[config.mk]
export PLATFORM = sky130hd
export DESIGN_NAME = slk_queue
export DESIGN_NICKNAME = d
export VERILOG_FILES = /design/src/hw/rtl/slk_pkg.sv /design/src/hw/rtl/slk_queue.sv
export SDC_FILE = /design/constraint.sdc
export NUM_CORES = 1
export LEC_CHECK = 0
export ABC_AREA = 1
export ABC_CLOCK_PERIOD_IN_PS = 1600
export BUFFER_PORTS_ARGS = -buffer_cell sky130_fd_sc_hd__buf_4
export CAP_MARGIN = 0
export CORE_ASPECT_RATIO = 2
export CORE_MARGIN = 5
export CORE_UTILIZATION = 47
export DETAILED_ROUTE_END_ITERATION = 8
export GPL_TIMING_DRIVEN = 0
export PLACE_DENSITY = 0.87
export SLEW_MARGIN = 20
export SYNTH_ARGS = -nofsm -noshare
export SYNTH_HDL_FRONTEND = slang
export SYNTH_SLANG_ARGS = --single-unit
[constraint.sdc]
create_clock -name clk -period 1.6 [get_ports clk]
set_input_delay 0.24 -clock clk [delete_from_list [all_inputs] [get_ports clk]]
set_output_delay 0.24 -clock clk [all_outputs]
set_load 0.05 [all_outputs]
[src/hw/rtl/slk_pkg.sv]
package slk_pkg;

    // operation codes of an input item
    localparam logic OP_TICK = 1'b0;
    localparam logic OP_PUSH = 1'b1;

    // configuration register indexes
    localparam int CFG_IDX_W = 2;
    localparam logic [CFG_IDX_W-1:0] CFG_TIMEOUT_TICKS   = 2'd0;
    localparam logic [CFG_IDX_W-1:0] CFG_MAX_RX_LENGTH   = 2'd1;
    localparam logic [CFG_IDX_W-1:0] CFG_MAX_TX_MESSAGES = 2'd2;
    localparam logic [CFG_IDX_W-1:0] CFG_MAX_TX_LENGTH   = 2'd3;

    localparam int CFG_DATA_W = 16;

    // configuration reset values
    localparam logic [15:0] TIMEOUT_TICKS_RST   = 16'd900;
    localparam logic [15:0] MAX_RX_LENGTH_RST   = 16'd2000;
    localparam logic [11:0] MAX_TX_MESSAGES_RST = 12'd1000;
    localparam logic [11:0] MAX_TX_LENGTH_RST   = 12'd2000;

    // saturation point of the queued message count
    localparam logic [11:0] MSG_COUNT_MAX = 12'd4095;

    // message terminator
    localparam logic [7:0] TERM_BYTE = 8'h00;

    // classified item between front and back
    typedef struct packed {
        logic       is_push;
        logic [7:0] push_byte;
        logic       push_term;
        logic       ack_seen;
        logic       peer_strobe;
        logic [7:0] peer_byte;
        logic       peer_term;
    } item_t;

    // one result item
    typedef struct packed {
        logic       push_accepted;
        logic       tx_strobe;
        logic [7:0] tx_byte;
        logic       ack_out;
        logic       rx_valid;
        logic [7:0] rx_byte;
        logic       rx_last;
    } result_t;

endpackage

[src/hw/rtl/slk_queue.sv]
module slk_queue
(
    input  logic           clk,
    input  logic           rst_n,
    input  logic           push,
    input  slk_pkg::item_t push_item,
    output logic           full,
    output logic           head_valid,
    input  logic           pop,
    output slk_pkg::item_t head_item
);

    slk_pkg::item_t slot_reg [2];
    logic           wr_sel_reg;
    logic           wr_sel_next;
    logic           rd_sel_reg;
    logic           rd_sel_next;
    logic [1:0]     count_reg;
    logic [1:0]     count_next;

    assign full       = (count_reg == 2'd2);
    assign head_valid = (count_reg != 2'd0);
    assign head_item  = slot_reg[rd_sel_reg];

    always_comb
    begin
        wr_sel_next = push ? ~wr_sel_reg : wr_sel_reg;
        rd_sel_next = pop ? ~rd_sel_reg : rd_sel_reg;
        count_next  = count_reg + 2'(push) - 2'(pop);
    end

    always_ff @(posedge clk or negedge rst_n)
    begin
        if (!rst_n)
        begin
            wr_sel_reg <= 1'b0;
            rd_sel_reg <= 1'b0;
            count_reg  <= 2'd0;
        end
        else
        begin
            wr_sel_reg <= wr_sel_next;
            rd_sel_reg <= rd_sel_next;
            count_reg  <= count_next;
        end
    end

    always_ff @(posedge clk)
    begin
        if (push)
        begin
            slot_reg[wr_sel_reg] <= push_item;
        end
    end

endmodule

Yosys cells after proc, flatten, opt, wreduce, memory -nomap -nowiden
Memory sizes are Yosys's and may differ from the RTL's. Index checks and enable logic that the tools add are counted.

Output and inout port bits: 23. Logic and storage cells: 12. Input bits: 25. Register bits: 4. Memories: 1. Bits in writable memories: 42.

Memory list: slot_reg (words 2, width 21, read ports 1, clocked after Yosys merged registers in 0, wr ports 1, RTL line slk_queue.sv:13) `slk_pkg::item_t slot_reg [2];`.

Reduce and logical (&&, ||, !) cells: 1. $add $sub $neg: 2. Equality and inequality tests: 1. Bitwise operators: 2. Muxes and demuxes: 2.

Operators with widths (number): 2-bit by 1-bit adder with 2-bit output (1); 2-bit equality test, second input constant (1); 1-bit 2-to-1 mux (2); 1-bit inverter (2); 2-bit nonzero test (1); 2-bit by 1-bit subtractor with 2-bit output (1).

Longest topological paths before layout
Word-level depth: 2. Gate-level depth with buffers: 7. Depth with buffers taken out: 7.

Worst setup path before layout
Ideal clock, no wire load.

Path type: register to output. From: register rd_sel_reg. To: output port head_item[0] (netlist bit). Stages on the path, launching flop included: 3. Arrival: 1602 ps. Path slack: -242 ps. Path buffers: 1. Data required time: 1360 ps. Path through: dfrtp_1 buf_6 o21ai_0.

RTL lines: from (decl) (RTL line slk_queue.sv:16) `logic rd_sel_reg;`; from (signal assigned) (RTL line slk_queue.sv:43) `rd_sel_reg <= rd_sel_next;`; to (decl) (RTL line slk_queue.sv:10) `output slk_pkg::item_t head_item`.

==> impl_metrics.ini <==
[clocking]
cts_tree = built
htree_num_levels = 2
clockRootBuffer = clkbuf_8
cts.clk_slew.worst_paths_ps = 80
clockBufferDepth = 2
worstSkewPairLatency_ps = 290
cts.sinks = 46
cts_buffers = 5

[power_and_ir_drop]
pwr-share-seq = 0.326
p_clk_frac = 0.158
p_leak_nw = 1.067
p_per_area_nw_per_um2 = 2123
power.switching_w = 0.002242
vdd_drop_max_mv = 1.563
switching_share = 0.4324
p_comb_frac = 0.516
p_int_w = 0.002943

[timing]
fin_crit_ps = 1537
setup_violations = 0
timing.slew.headroom = 0.4488
tightest_slew_ps = 826.0
hold_viol = 0
clock_skew_ps = 6.111
whs_ps = 130.1
timing.fmax_mhz = 650.8
tns_ps = 0
fin_crit_sh = 0.9604
drv_slew = 0
rsz0062_at_grt = false

[global_route]
grt_first_pass_wirelength_um = 4919
grt_usage = 0.1291
first_global_vias = 1117
gr-total-overflow = 0
grt_max_degree = 22
antenna_found_initial = 0

[routing]
drt-total-wl_um = 3117
dr.pass1.iters = 4
post_drt_wl_per_cell_um = 12.83
detail-route-antenna-nets = 0
vias = 1099
viasPerCell = 4.523
drc = 0
dr.first_iter.drc_count = 10

[final_layout]
diodes = 0
fin_util = 0.6289
layout.nets = 218
fin_area_sq_um = 2442
post_route_cells_drive_above_1_share = 0.4219
layout_commonest_cell = buf_4
n_fill_cell = 299
largest_reg_flops = 42
layout_common_cells = buf_4, edfxtp_1, inv_1
area_growth_pct = 29.70

[floorplan]
fp.dieW_um = 54.76
initial_core_util = 0.4849
coreArea_sq_um = 3884
rows = 32
fp.dieArea_sq_um = 5449
die_h_um = 99.52
io_pins = 48

[run_status]
outcome = finished, final reports clean

[logic_synthesis]
synth_nets = 162
syn_area_sq_um = 1883
syn_inst = 135
synth-seq-cells = 46
ys_seq_area_frac = 0.7229
avgSynthCellArea_sq_um = 13.95
ys_types = 14
yosysWarnings = 0

[min_path]
hold_path_depth = 1
hold_path.class = in -> reg
whs_endpoint = slot_reg[0][14]
holdCritStartpoint = push_item[14]

[worst_setup_path]
worstPathArrival_ps = 1300
r2r_start = wr_sel_reg
start_kind = register
crit_required_ps = 1360
end_kind = output pin
r2r-end = slot_reg[1][17]
cp_max_fo = 10
r2r_cells = 2
critical_path_class = reg -> out
r2r_slack_ps = 130

[place]
finalWeightedCongestion = 0.6612
dpl_cell_area_sq_um = 2302
hpwlAfterDp_um = 2322
port_buffers = 47

[job]
drv_cap = 0
area by class of cell:
class | instances | area (sq um) | share of cell area
inverters | 28 | 105.1 | 0.04303
plain buffers | 5 | 77.57 | 0.03176
multi-input cells | 56 | 346.6 | 0.1419
repair buffers | 49 | 377.9 | 0.1547
clock buffers | 6 | 72.57 | 0.02971
clock inverters | 2 | 37.54 | 0.01537
flip-flops and latches | 46 | 1361 | 0.5574
well taps | 51 | 63.81 | 0.02613
worst max-delay path: stages (launching register included):
cell and delay [ps]:
dfrtp_1 380, buf_6 140, buf_12 150, o21ai_2 140, buf_4 210
worst max path at each step:
stage          depth (start not counted)  slack, ps  startpoint               to
2_1_floorplan                          2       -240  rd_sel_reg     head_item[0]
3_3_place_gp                           1        -60  wr_sel_reg  slot_reg[0][16]
3_5_place_dp                           1        -30  wr_sel_reg  slot_reg[0][11]
4_1_cts                                4         30  rd_sel_reg    head_item[10]
5_1_grt                                4          7  rd_sel_reg     head_item[4]
6_report                               4         60  rd_sel_reg     head_item[2]
power by group through the flow:
| stage | clock (W) | sequential (W) | combinational [W] |
|---|---|---|---|
| final | 0.000818 | 0.00169 | 0.00268 |
| after global routing | 0.000899 | 0.00171 | 0.00286 |
| after CTS | 0.000843 | 0.00169 | 0.00269 |
| after detailed placement | 0 | 0.00172 | 0.00267 |
| after global placement | 0 | 0.00170 | 0.00264 |
| after floorplan | 0 | 0.00169 | 0.00197 |
cell families after synthesis:
kind of cell	after synthesis	synth area share
DFF	46	0.7229
buffers and inverters	33	0.09701
and+or+nand+nor	31	0.06379
AOI/OAI and AO/OA	21	0.09369
xor gates and xnor gates	2	0.009304
adders and majority gates	2	0.01329
layer usage:
metal | GRT usage | vias up | share of wire | wire [um]
li1 | - | 555 | - | -
met1 | 0.1224 | 506 | 0.31 | 973
met2 | 0.2327 | 33 | 0.61 | 1893
met3 | 0.03748 | 5 | 0.061 | 191
met4 | 0.06334 | 0 | 0.019 | 59
met5 | 0 | - | 0 | 0
stage by stage:
step                worst slack (ps)  std cells  total power (W)
detailed placement            -34.73        233         0.004391
floorplan                     -241.6        135         0.003668
CTS                            27.63        242         0.005220
global placement              -55.68        233         0.004344
finish                         63.32        243         0.005185
global route                   6.534        243         0.005467
synthesized netlist by cell type, drive strengths merged:
cell type,instances,share of area
nor2,2,0.0040
edfxtp,42,0.67
ha,2,0.013
dfrtp,4,0.053
o21ai,21,0.094
buf,5,0.041
nand2,28,0.057
nand3,1,0.0027
xor2,2,0.0093
inv,28,0.056
timing repair:
| action | 4_1_cts | 5_1_grt |
|---|---|---|
| endpoints found under the hold margin | 4 | 0 |
| gates resized for setup | 1 | 2 |
| setup endpoints to repair | 21 | 3 |
| setup buffers | 0 | 1 |
| hold buffers | 1 | 0 |
No activity file was read; power rests on OpenSTA's default activity.
