`src/hw/rtl/slk_pkg.sv`:
```
package slk_pkg;

    // operation codes of an input item
    localparam logic OP_TICK = 1'b0;
    localparam logic OP_PUSH = 1'b1;

    // configuration register indexes
    localparam int CFG_IDX_W = 2;
    localparam logic [CFG_IDX_W-1:0] CFG_TIMEOUT_TICKS   = 2'd0;
    localparam logic [CFG_IDX_W-1:0] CFG_MAX_RX_LENGTH   = 2'd1;
    localparam logic [CFG_IDX_W-1:0] CFG_MAX_TX_MESSAGES = 2'd2;
    localparam logic [CFG_IDX_W-1:0] CFG_MAX_TX_LENGTH   = 2'd3;

    localparam int CFG_DATA_W = 16;

    // configuration reset values
    localparam logic [15:0] TIMEOUT_TICKS_RST   = 16'd900;
    localparam logic [15:0] MAX_RX_LENGTH_RST   = 16'd2000;
    localparam logic [11:0] MAX_TX_MESSAGES_RST = 12'd1000;
    localparam logic [11:0] MAX_TX_LENGTH_RST   = 12'd2000;

    // saturation point of the queued message count
    localparam logic [11:0] MSG_COUNT_MAX = 12'd4095;

    // message terminator
    localparam logic [7:0] TERM_BYTE = 8'h00;

    // classified item between front and back
    typedef struct packed {
        logic       is_push;
        logic [7:0] push_byte;
        logic       push_term;
        logic       ack_seen;
        logic       peer_strobe;
        logic [7:0] peer_byte;
        logic       peer_term;
    } item_t;

    // one result item
    typedef struct packed {
        logic       push_accepted;
        logic       tx_strobe;
        logic [7:0] tx_byte;
        logic       ack_out;
        logic       rx_valid;
        logic [7:0] rx_byte;
        logic       rx_last;
    } result_t;

endpackage

```
`src/hw/rtl/slk_front.sv`:
```
module slk_front
(
    input  logic           operation,
    input  logic [7:0]     push_byte,
    input  logic           ack_seen,
    input  logic           peer_strobe,
    input  logic [7:0]     peer_byte,
    output slk_pkg::item_t item
);

    // fields that mean nothing for the operation are cleared
    always_comb
    begin
        item = '0;
        if (operation == slk_pkg::OP_PUSH)
        begin
            item.is_push   = 1'b1;
            item.push_byte = push_byte;
            item.push_term = (push_byte == slk_pkg::TERM_BYTE);
        end
        else
        begin
            item.ack_seen    = ack_seen;
            item.peer_strobe = peer_strobe;
            item.peer_byte   = peer_byte;
            item.peer_term   = (peer_byte == slk_pkg::TERM_BYTE);
        end
    end

endmodule

```
`config.mk`:
```
export PLATFORM = sky130hd
export DESIGN_NAME = slk_front
export DESIGN_NICKNAME = d
export VERILOG_FILES = /design/src/hw/rtl/slk_pkg.sv /design/src/hw/rtl/slk_front.sv
export SDC_FILE = /design/constraint.sdc
export NUM_CORES = 1
export LEC_CHECK = 0
export ABC_AREA = 1
export ABC_CLOCK_PERIOD_IN_PS = 800
export BUFFER_PORTS_ARGS = -buffer_cell sky130_fd_sc_hd__buf_2
export CAP_MARGIN = 5
export CORE_AREA = 2 2 39 41
export DETAILED_ROUTE_END_ITERATION = 7
export DIE_AREA = 0 0 41 43
export PLACE_DENSITY = 0.6
export SLEW_MARGIN = 20
export SYNTH_ARGS = -nofsm -noshare
export SYNTH_HDL_FRONTEND = slang
export SYNTH_SLANG_ARGS = --single-unit
```
`constraint.sdc`:
```
create_clock -name vclk -period 0.8
set_clock_uncertainty 0.15 [all_clocks]
set_input_delay 0.04 -clock vclk [all_inputs]
set_output_delay 0.04 -clock vclk [all_outputs]
set_load 0.02 [all_outputs]
```
# == Yosys cells after proc, flatten, opt, wreduce, memory -nomap -nowiden ==
# Index checks and enable logic that the tools add are counted.
# totals
reg_bits,0
inputBits,19
out_inout_bits,21
elab_cells,4
# classes
muxes,2
reduce_logical,2
# ops
op,n
$logic_not A8 Y1,2
$mux W11,1
$mux W10,1

# == Longest topological paths before layout ==
# Gate-level depths: netlist (run 1).
# logic_depth
word_depth,2
mapped_depth,4
ltp_nobuf,4

# == Least setup slack after synthesis (run 1) ==
# OpenSTA, ideal clock, no wires.
# synth_path
path_kind,input -> output
startpoint,in operation
endpoint,out item[10] (netlist name)
arrival_time_ps,591
t_required_ps,610
slack_ps,19
stages,3
path_buffers,2
path_cell_list,buf_6 -> buf_6 -> nor2_1
# synth_rtl
item,line_no,text
"start, declared",slk_front.sv:3,"input logic operation,"
"end, declared",slk_front.sv:8,output slk_pkg::item_t item

==> metrics.txt, run 1 <==
# TYPE chip_impl_metric gauge
chip_impl_metric{name="yosysUniqueCellTypes",unit=""} 9
chip_impl_metric{name="critPathRequiredTime",unit="ns"} 0.61
chip_impl_metric{name="total_global_routing_track_utilization",unit="%"} 6.79
chip_impl_metric{name="fmaxAchievable",unit="GHz"} 1.33
chip_impl_metric{name="placementRows",unit=""} 14
chip_impl_metric{name="timing.max_slew.rel_slack",unit="%"} 93.6
chip_impl_info{name="status",value="complete, no violations"} 1
chip_impl_metric{name="first_global_vias",unit=""} 263
chip_impl_metric{name="num-nets-final",unit=""} 115
chip_impl_metric{name="setup-violations-final",unit=""} 0
chip_impl_metric{name="yosysTopAreaCellShare",unit="%"} 30.6
chip_impl_metric{name="ff_latch_area",unit="sq um"} 0
chip_impl_info{name="netlist_top_cells_area",value="inv_1 (31%), nor2_1 (23%), nand2_1 (14%)"} 1
chip_impl_metric{name="drt_iter0_drc",unit=""} 1
chip_impl_metric{name="layout-drive-gt1-share",unit="%"} 56.4
chip_impl_metric{name="antenna_cells",unit=""} 0
chip_impl_info{name="crit_end",value="item[2]"} 1
chip_impl_metric{name="timing_worst_slew_pin_value",unit="ns"} 0.0951
chip_impl_metric{name="synth_nets",unit=""} 73
chip_impl_metric{name="post-route-period-util",unit="%"} 94.3
chip_impl_info{name="timing.critical_path.from",value="operation"} 1
chip_impl_metric{name="drv_cap",unit=""} 0
chip_impl_metric{name="initial_antenna_violation_count",unit=""} 0
chip_impl_info{name="start_kind",value="input pin"} 1
chip_impl_metric{name="power.total",unit="mW"} 0.282
chip_impl_metric{name="fp.dieArea",unit="sq um"} 1760
chip_impl_metric{name="area.growth.synth_to_final",unit="%"} 114
chip_impl_metric{name="wl_per_cell",unit="um"} 6.70
chip_impl_info{name="critPathCaptureType",value="output pin"} 1
chip_impl_info{name="timing.setup.critical_path_class",value="input pin to output pin"} 1
chip_impl_info{name="yosysTopAreaCell",value="inv_1"} 1
chip_impl_metric{name="die_width",unit="um"} 41
chip_impl_metric{name="vdd.ir_drop.worst",unit="mV"} 0.164
chip_impl_metric{name="cts.hold.buffers_added",unit=""} 0
chip_impl_metric{name="grt_start_max_net_pins",unit=""} 9
chip_impl_metric{name="clock_buffer_count",unit=""} 0
chip_impl_metric{name="route.detailed.drc",unit=""} 0
chip_impl_metric{name="flops_and_latches",unit=""} 0
chip_impl_metric{name="wl",unit="um"} 737
chip_impl_metric{name="timing_max_transition_violations_final",unit=""} 0
chip_impl_metric{name="chipHeight",unit="um"} 43
chip_impl_metric{name="floorplan.initialDensity",unit="%"} 17.7
chip_impl_metric{name="synthCells",unit=""} 54
chip_impl_metric{name="io_buffer_count",unit=""} 40
chip_impl_metric{name="ant_nets",unit=""} 0
chip_impl_metric{name="hold_slack",unit="ns"} 0.229
chip_impl_metric{name="io-pin-count",unit=""} 40
chip_impl_metric{name="ys_warn_count",unit=""} 0
chip_impl_info{name="rsz0062_at_grt",value="yes"} 1
chip_impl_metric{name="ys_seq_area_share",unit="%"} 0
chip_impl_metric{name="grt_remaining_overflow",unit=""} 0
chip_impl_metric{name="vias",unit=""} 416
chip_impl_metric{name="worstPathArrival",unit="ns"} 0.56
chip_impl_metric{name="grt_first_pass_wirelength",unit="um"} 924
chip_impl_metric{name="hold_violations",unit=""} 0
chip_impl_metric{name="timing.critical_path.fanout_max",unit=""} 7
chip_impl_metric{name="leak",unit="nW"} 0.384
chip_impl_metric{name="post-cts-setup-buffer-count",unit=""} 0
chip_impl_metric{name="period_needed",unit="ns"} 0.754
chip_impl_metric{name="place.detailed.hpwl",unit="um"} 649
chip_impl_metric{name="floorplan.core_area",unit="sq um"} 1380
chip_impl_metric{name="post_synth_instance_area",unit="sq um"} 245
chip_impl_metric{name="drtPass1Iterations",unit=""} 2
chip_impl_metric{name="synthesis.area_per_instance",unit="sq um"} 4.54
chip_impl_metric{name="vias_per_cell",unit=""} 3.78
chip_impl_metric{name="place_congestion",unit=""} 0.638
chip_impl_info{name="worst_hold_path_type",value="input pin to output pin"} 1
chip_impl_metric{name="p_per_area",unit="nW/um^2"} 537
==> cells in the mapped netlist, drive strengths merged <==
| master | number |
|---|---|
| buf | 3 |
| inv | 20 |
| nand2 | 9 |
| nand3 | 3 |
| nor2 | 19 |
==> critical path, stage by stage <==
cell and delay (ns):
buf_8 0.11, buf_4 0.15, nor2_1 0.11, buf_4 0.15
==> report_power, final <==
group	switching [mW]	internal [mW]
combinational	0.156	0.126
sequential	0	0
clock	0	0
total	0.156	0.126
==> routing by layer <==
metal / vias up / track usage, % / share of wire, %
li1: 223 / - / -
met1: 168 / 7.59 / 36
met2: 25 / 13.8 / 50
met3: 0 / 0 / 14
met4: 0 / 0 / 0
met5: - / 0 / 0
==> cells by family (layout without fill, tap and decap cells) <==
| kind of cell | count (synthesis) | after routing | synth area share, % |
|---|---|---|---|
| buffers and inverters | 23 | 63 | 42.9 |
| AND/OR/NAND/NOR | 31 | 31 | 57.1 |
==> repair_timing <==
action,in CTS,in global routing
pin swaps,2,5
cloned,0,0
setup endpoints to repair,2,3
resized for setup,4,17
==> through the flow <==
stage	cells	utilization, %	setup TNS [ns]	cell area (sq um)	setup slack [ns]
after floorplan	54	-	0	245	0.0195
after global placement	110	33.1	-0.0215	458	-0.0215
after detailed placement	110	33.1	-0.0427	458	-0.0419
after CTS	110	34.0	0	470	0.00736
after global routing	110	38.0	0	526	0.00243
final	110	38.0	0	526	0.0457
==> how the worst min path moves through the flow <==
stage | startpoint | endpoint | slack [ns] | depth (start not counted)
floorplan | peer_byte[7] | item[8] | 0.03 | 2
global placement | ack_seen | item[10] | 0.23 | 4
detailed placement | push_byte[5] | item[17] | 0.24 | 4
CTS | ack_seen | item[10] | 0.24 | 4
global route | push_byte[1] | item[13] | 0.24 | 4
finish | push_byte[1] | item[13] | 0.23 | 4
==> placed cells by master, fill, tap and decap left out <==
cell type  Yosys  routed
buf_2          0      29
buf_4          1       9
buf_6          2       4
buf_8          0       1
inv_1         20      19
inv_4          0       1
nand2_1        9       9
nand3_1        2       2
nand3_2        1       1
nor2_1        15      11
nor2_2         3       6
nor2_4         1       2
==> final cells by class <==
type / count / area (sq um)
tap: 16 / 20.0
timing repair buffer: 43 / 273
inverter: 20 / 77.6
fill: 155 / 858
multi-input combinational: 31 / 155
No activity file was read; power rests on OpenSTA's default activity.
==> run 2: changes to the inputs <==
ABC_CLOCK_PERIOD_IN_PS = 1000   (was 800)
RECOVER_POWER = 50   (was default)
clock period = 1 ns   (was 0.8 ns; I/O delays follow)
==> run 2 against run 1 <==
- count of clock-buffer cells in the layout did not move
- power down 31%
- combinational power decreased by 31%
- sequential share of layout area did not move
- die area unchanged
- wire length decreased by 5.0%
==> metrics.txt, run 2 (synthesis results as in run 1) <==
# TYPE chip_impl_metric gauge
chip_impl_info{name="status",value="complete, no violations"} 1
chip_impl_metric{name="io_buffer_count",unit=""} 40
chip_impl_metric{name="floorplan.initialDensity",unit="%"} 17.7
chip_impl_metric{name="grt_first_pass_wirelength",unit="um"} 910
chip_impl_metric{name="timing_worst_slew_pin_value",unit="ns"} 0.252
chip_impl_metric{name="critPathBufInv",unit=""} 3
chip_impl_metric{name="p_per_area",unit="nW/um^2"} 433
chip_impl_info{name="critPathCaptureType",value="output pin"} 1
chip_impl_metric{name="leak",unit="nW"} 0.351
chip_impl_info{name="worst_hold_path_type",value="input pin to output pin"} 1
chip_impl_metric{name="power.total",unit="mW"} 0.194
chip_impl_metric{name="wl_per_cell",unit="um"} 6.36
chip_impl_metric{name="holdPathStages",unit=""} 4
chip_impl_metric{name="io-pin-count",unit=""} 40
chip_impl_metric{name="wl",unit="um"} 700
chip_impl_metric{name="timing.critical_path.slowest_cell_delay",unit="ns"} 0.23
chip_impl_info{name="crit_path_cell_trace",value="clkbuf_2 > buf_4 > nor2_1 > clkbuf_1"} 1
chip_impl_metric{name="met1_track_demand_over_resource_in_global_routing",unit="%"} 7.28
chip_impl_info{name="most-common-layout-cells",value="buf_2 (31), inv_1 (20), nor2_1 (15)"} 1
chip_impl_metric{name="placementRows",unit=""} 14
chip_impl_metric{name="timing_max_transition_violations_final",unit=""} 0
chip_impl_info{name="start_kind",value="input pin"} 1
chip_impl_info{name="mostFrequentLayoutCell",value="buf_2"} 1
chip_impl_metric{name="drtPass1Iterations",unit=""} 2
chip_impl_metric{name="first_global_vias",unit=""} 260
chip_impl_metric{name="initial_antenna_violation_count",unit=""} 0
chip_impl_metric{name="hold_violations",unit=""} 0
chip_impl_info{name="top_usage_layer",value="met2"} 1
chip_impl_metric{name="tns",unit="ns"} 0
chip_impl_metric{name="timing.max_slew.rel_slack",unit="%"} 83.3
chip_impl_metric{name="worst-path-stages",unit=""} 4
chip_impl_metric{name="grt_start_max_net_pins",unit=""} 9
chip_impl_metric{name="die_width",unit="um"} 41
chip_impl_metric{name="post-route-period-util",unit="%"} 87.8
chip_impl_metric{name="drt_iter0_drc",unit=""} 1
chip_impl_metric{name="timing.critical_path.fanout_max",unit=""} 7
chip_impl_metric{name="area.growth.synth_to_final",unit="%"} 82.7
chip_impl_metric{name="fmaxAchievable",unit="GHz"} 1.14
chip_impl_metric{name="clock_buffer_count",unit=""} 0
chip_impl_metric{name="fillerInstances",unit=""} 173
chip_impl_metric{name="grtUsageMet3",unit="%"} 0
chip_impl_metric{name="vias_per_cell",unit=""} 3.68
chip_impl_metric{name="cts.hold.buffers_added",unit=""} 0
chip_impl_metric{name="setup-violations-final",unit=""} 0
chip_impl_info{name="rsz0062_at_grt",value="no"} 1
chip_impl_metric{name="place_congestion",unit=""} 0.638
chip_impl_metric{name="num-nets-final",unit=""} 115
chip_impl_metric{name="flops_and_latches",unit=""} 0
chip_impl_metric{name="period_needed",unit="ns"} 0.878
chip_impl_metric{name="layout-drive-gt1-share",unit="%"} 44.7
chip_impl_metric{name="fp.dieArea",unit="sq um"} 1760
chip_impl_metric{name="ff_latch_area",unit="sq um"} 0
chip_impl_metric{name="critPathRequiredTime",unit="ns"} 0.80
chip_impl_info{name="cp_top_family",value="buffers and inverters"} 1
chip_impl_metric{name="met2_usage",unit="%"} 13.8
chip_impl_metric{name="worstPathArrival",unit="ns"} 0.68
chip_impl_metric{name="vias",unit=""} 405
chip_impl_metric{name="total_global_routing_track_utilization",unit="%"} 6.69
chip_impl_metric{name="place.detailed.hpwl",unit="um"} 649
chip_impl_metric{name="finalNonFillerCells",unit=""} 110
chip_impl_metric{name="ant_nets",unit=""} 0
chip_impl_info{name="slowest_stage",value="clkbuf_1"} 1
chip_impl_metric{name="vdd.ir_drop.worst",unit="mV"} 0.110
chip_impl_metric{name="drv_cap",unit=""} 0
chip_impl_metric{name="cts_resized",unit=""} 0
chip_impl_metric{name="post-cts-setup-buffer-count",unit=""} 0
chip_impl_metric{name="dp.cells",unit=""} 110
chip_impl_metric{name="grt_remaining_overflow",unit=""} 0
chip_impl_metric{name="route.detailed.drc",unit=""} 0
chip_impl_metric{name="floorplan.core_area",unit="sq um"} 1380
chip_impl_metric{name="chipHeight",unit="um"} 43
chip_impl_info{name="timing.setup.critical_path_class",value="input pin to output pin"} 1
chip_impl_metric{name="antenna_cells",unit=""} 0
run 2: changes by cell type in the layout (fill, tap and decap cells not counted):
cell | before | now
buf_2 | 29 | 31
buf_4 | 9 | 2
buf_6 | 4 | 0
buf_8 | 1 | 0
clkbuf_1 | 0 | 6
clkbuf_2 | 0 | 4
inv_1 | 19 | 20
inv_4 | 1 | 0
nor2_1 | 11 | 15
nor2_2 | 6 | 3
nor2_4 | 2 | 1
run 2: metal layers:
| metal | part of all wire [%] | routed length [um] |
|---|---|---|
| met3 | 17 | 116 |
| met4 | 0 | 0 |
| met5 | 0 | 0 |
| met1 | 36 | 253 |
| met2 | 47 | 330 |
run 2: area by class of cell:
class              instances  area [sq um]  area share, %
multi-input cells         31           140           31.3
inverters                 20          75.1           16.8
well taps                 16          20.0           4.47
repair buffers            43           213           47.5
run 2: stage by stage:
step	worst slack, ns	util, %	hold WS (ns)	area [sq um]
2_1_floorplan	0.199	-	0.0529	245
3_3_place_gp	0.158	33.1	0.254	458
3_5_place_dp	0.138	33.1	0.263	458
4_1_cts	0.130	33.1	0.264	458
5_1_grt	0.0332	32.4	0.285	448
6_report	0.122	32.4	0.258	448
run 2: where the power goes:
| part | switching (mW) | internal, mW | total (mW) |
|---|---|---|---|
| sequential | 0 | 0 | 0 |
| combinational | 0.118 | 0.0755 | 0.194 |
| clock | 0 | 0 | 0 |
run 2: path summary, 6_finish.rpt:
kind	from	to	slack (ns)
hold / removal	ack_seen	item[10]	0.26
setup / recovery	operation	item[5]	0.12
run 2: worst min-delay path, cell delays in order:
cell and delay [ns]:
buf_2 0.09, inv_1 0.04, nor2_1 0.03, buf_2 0.14
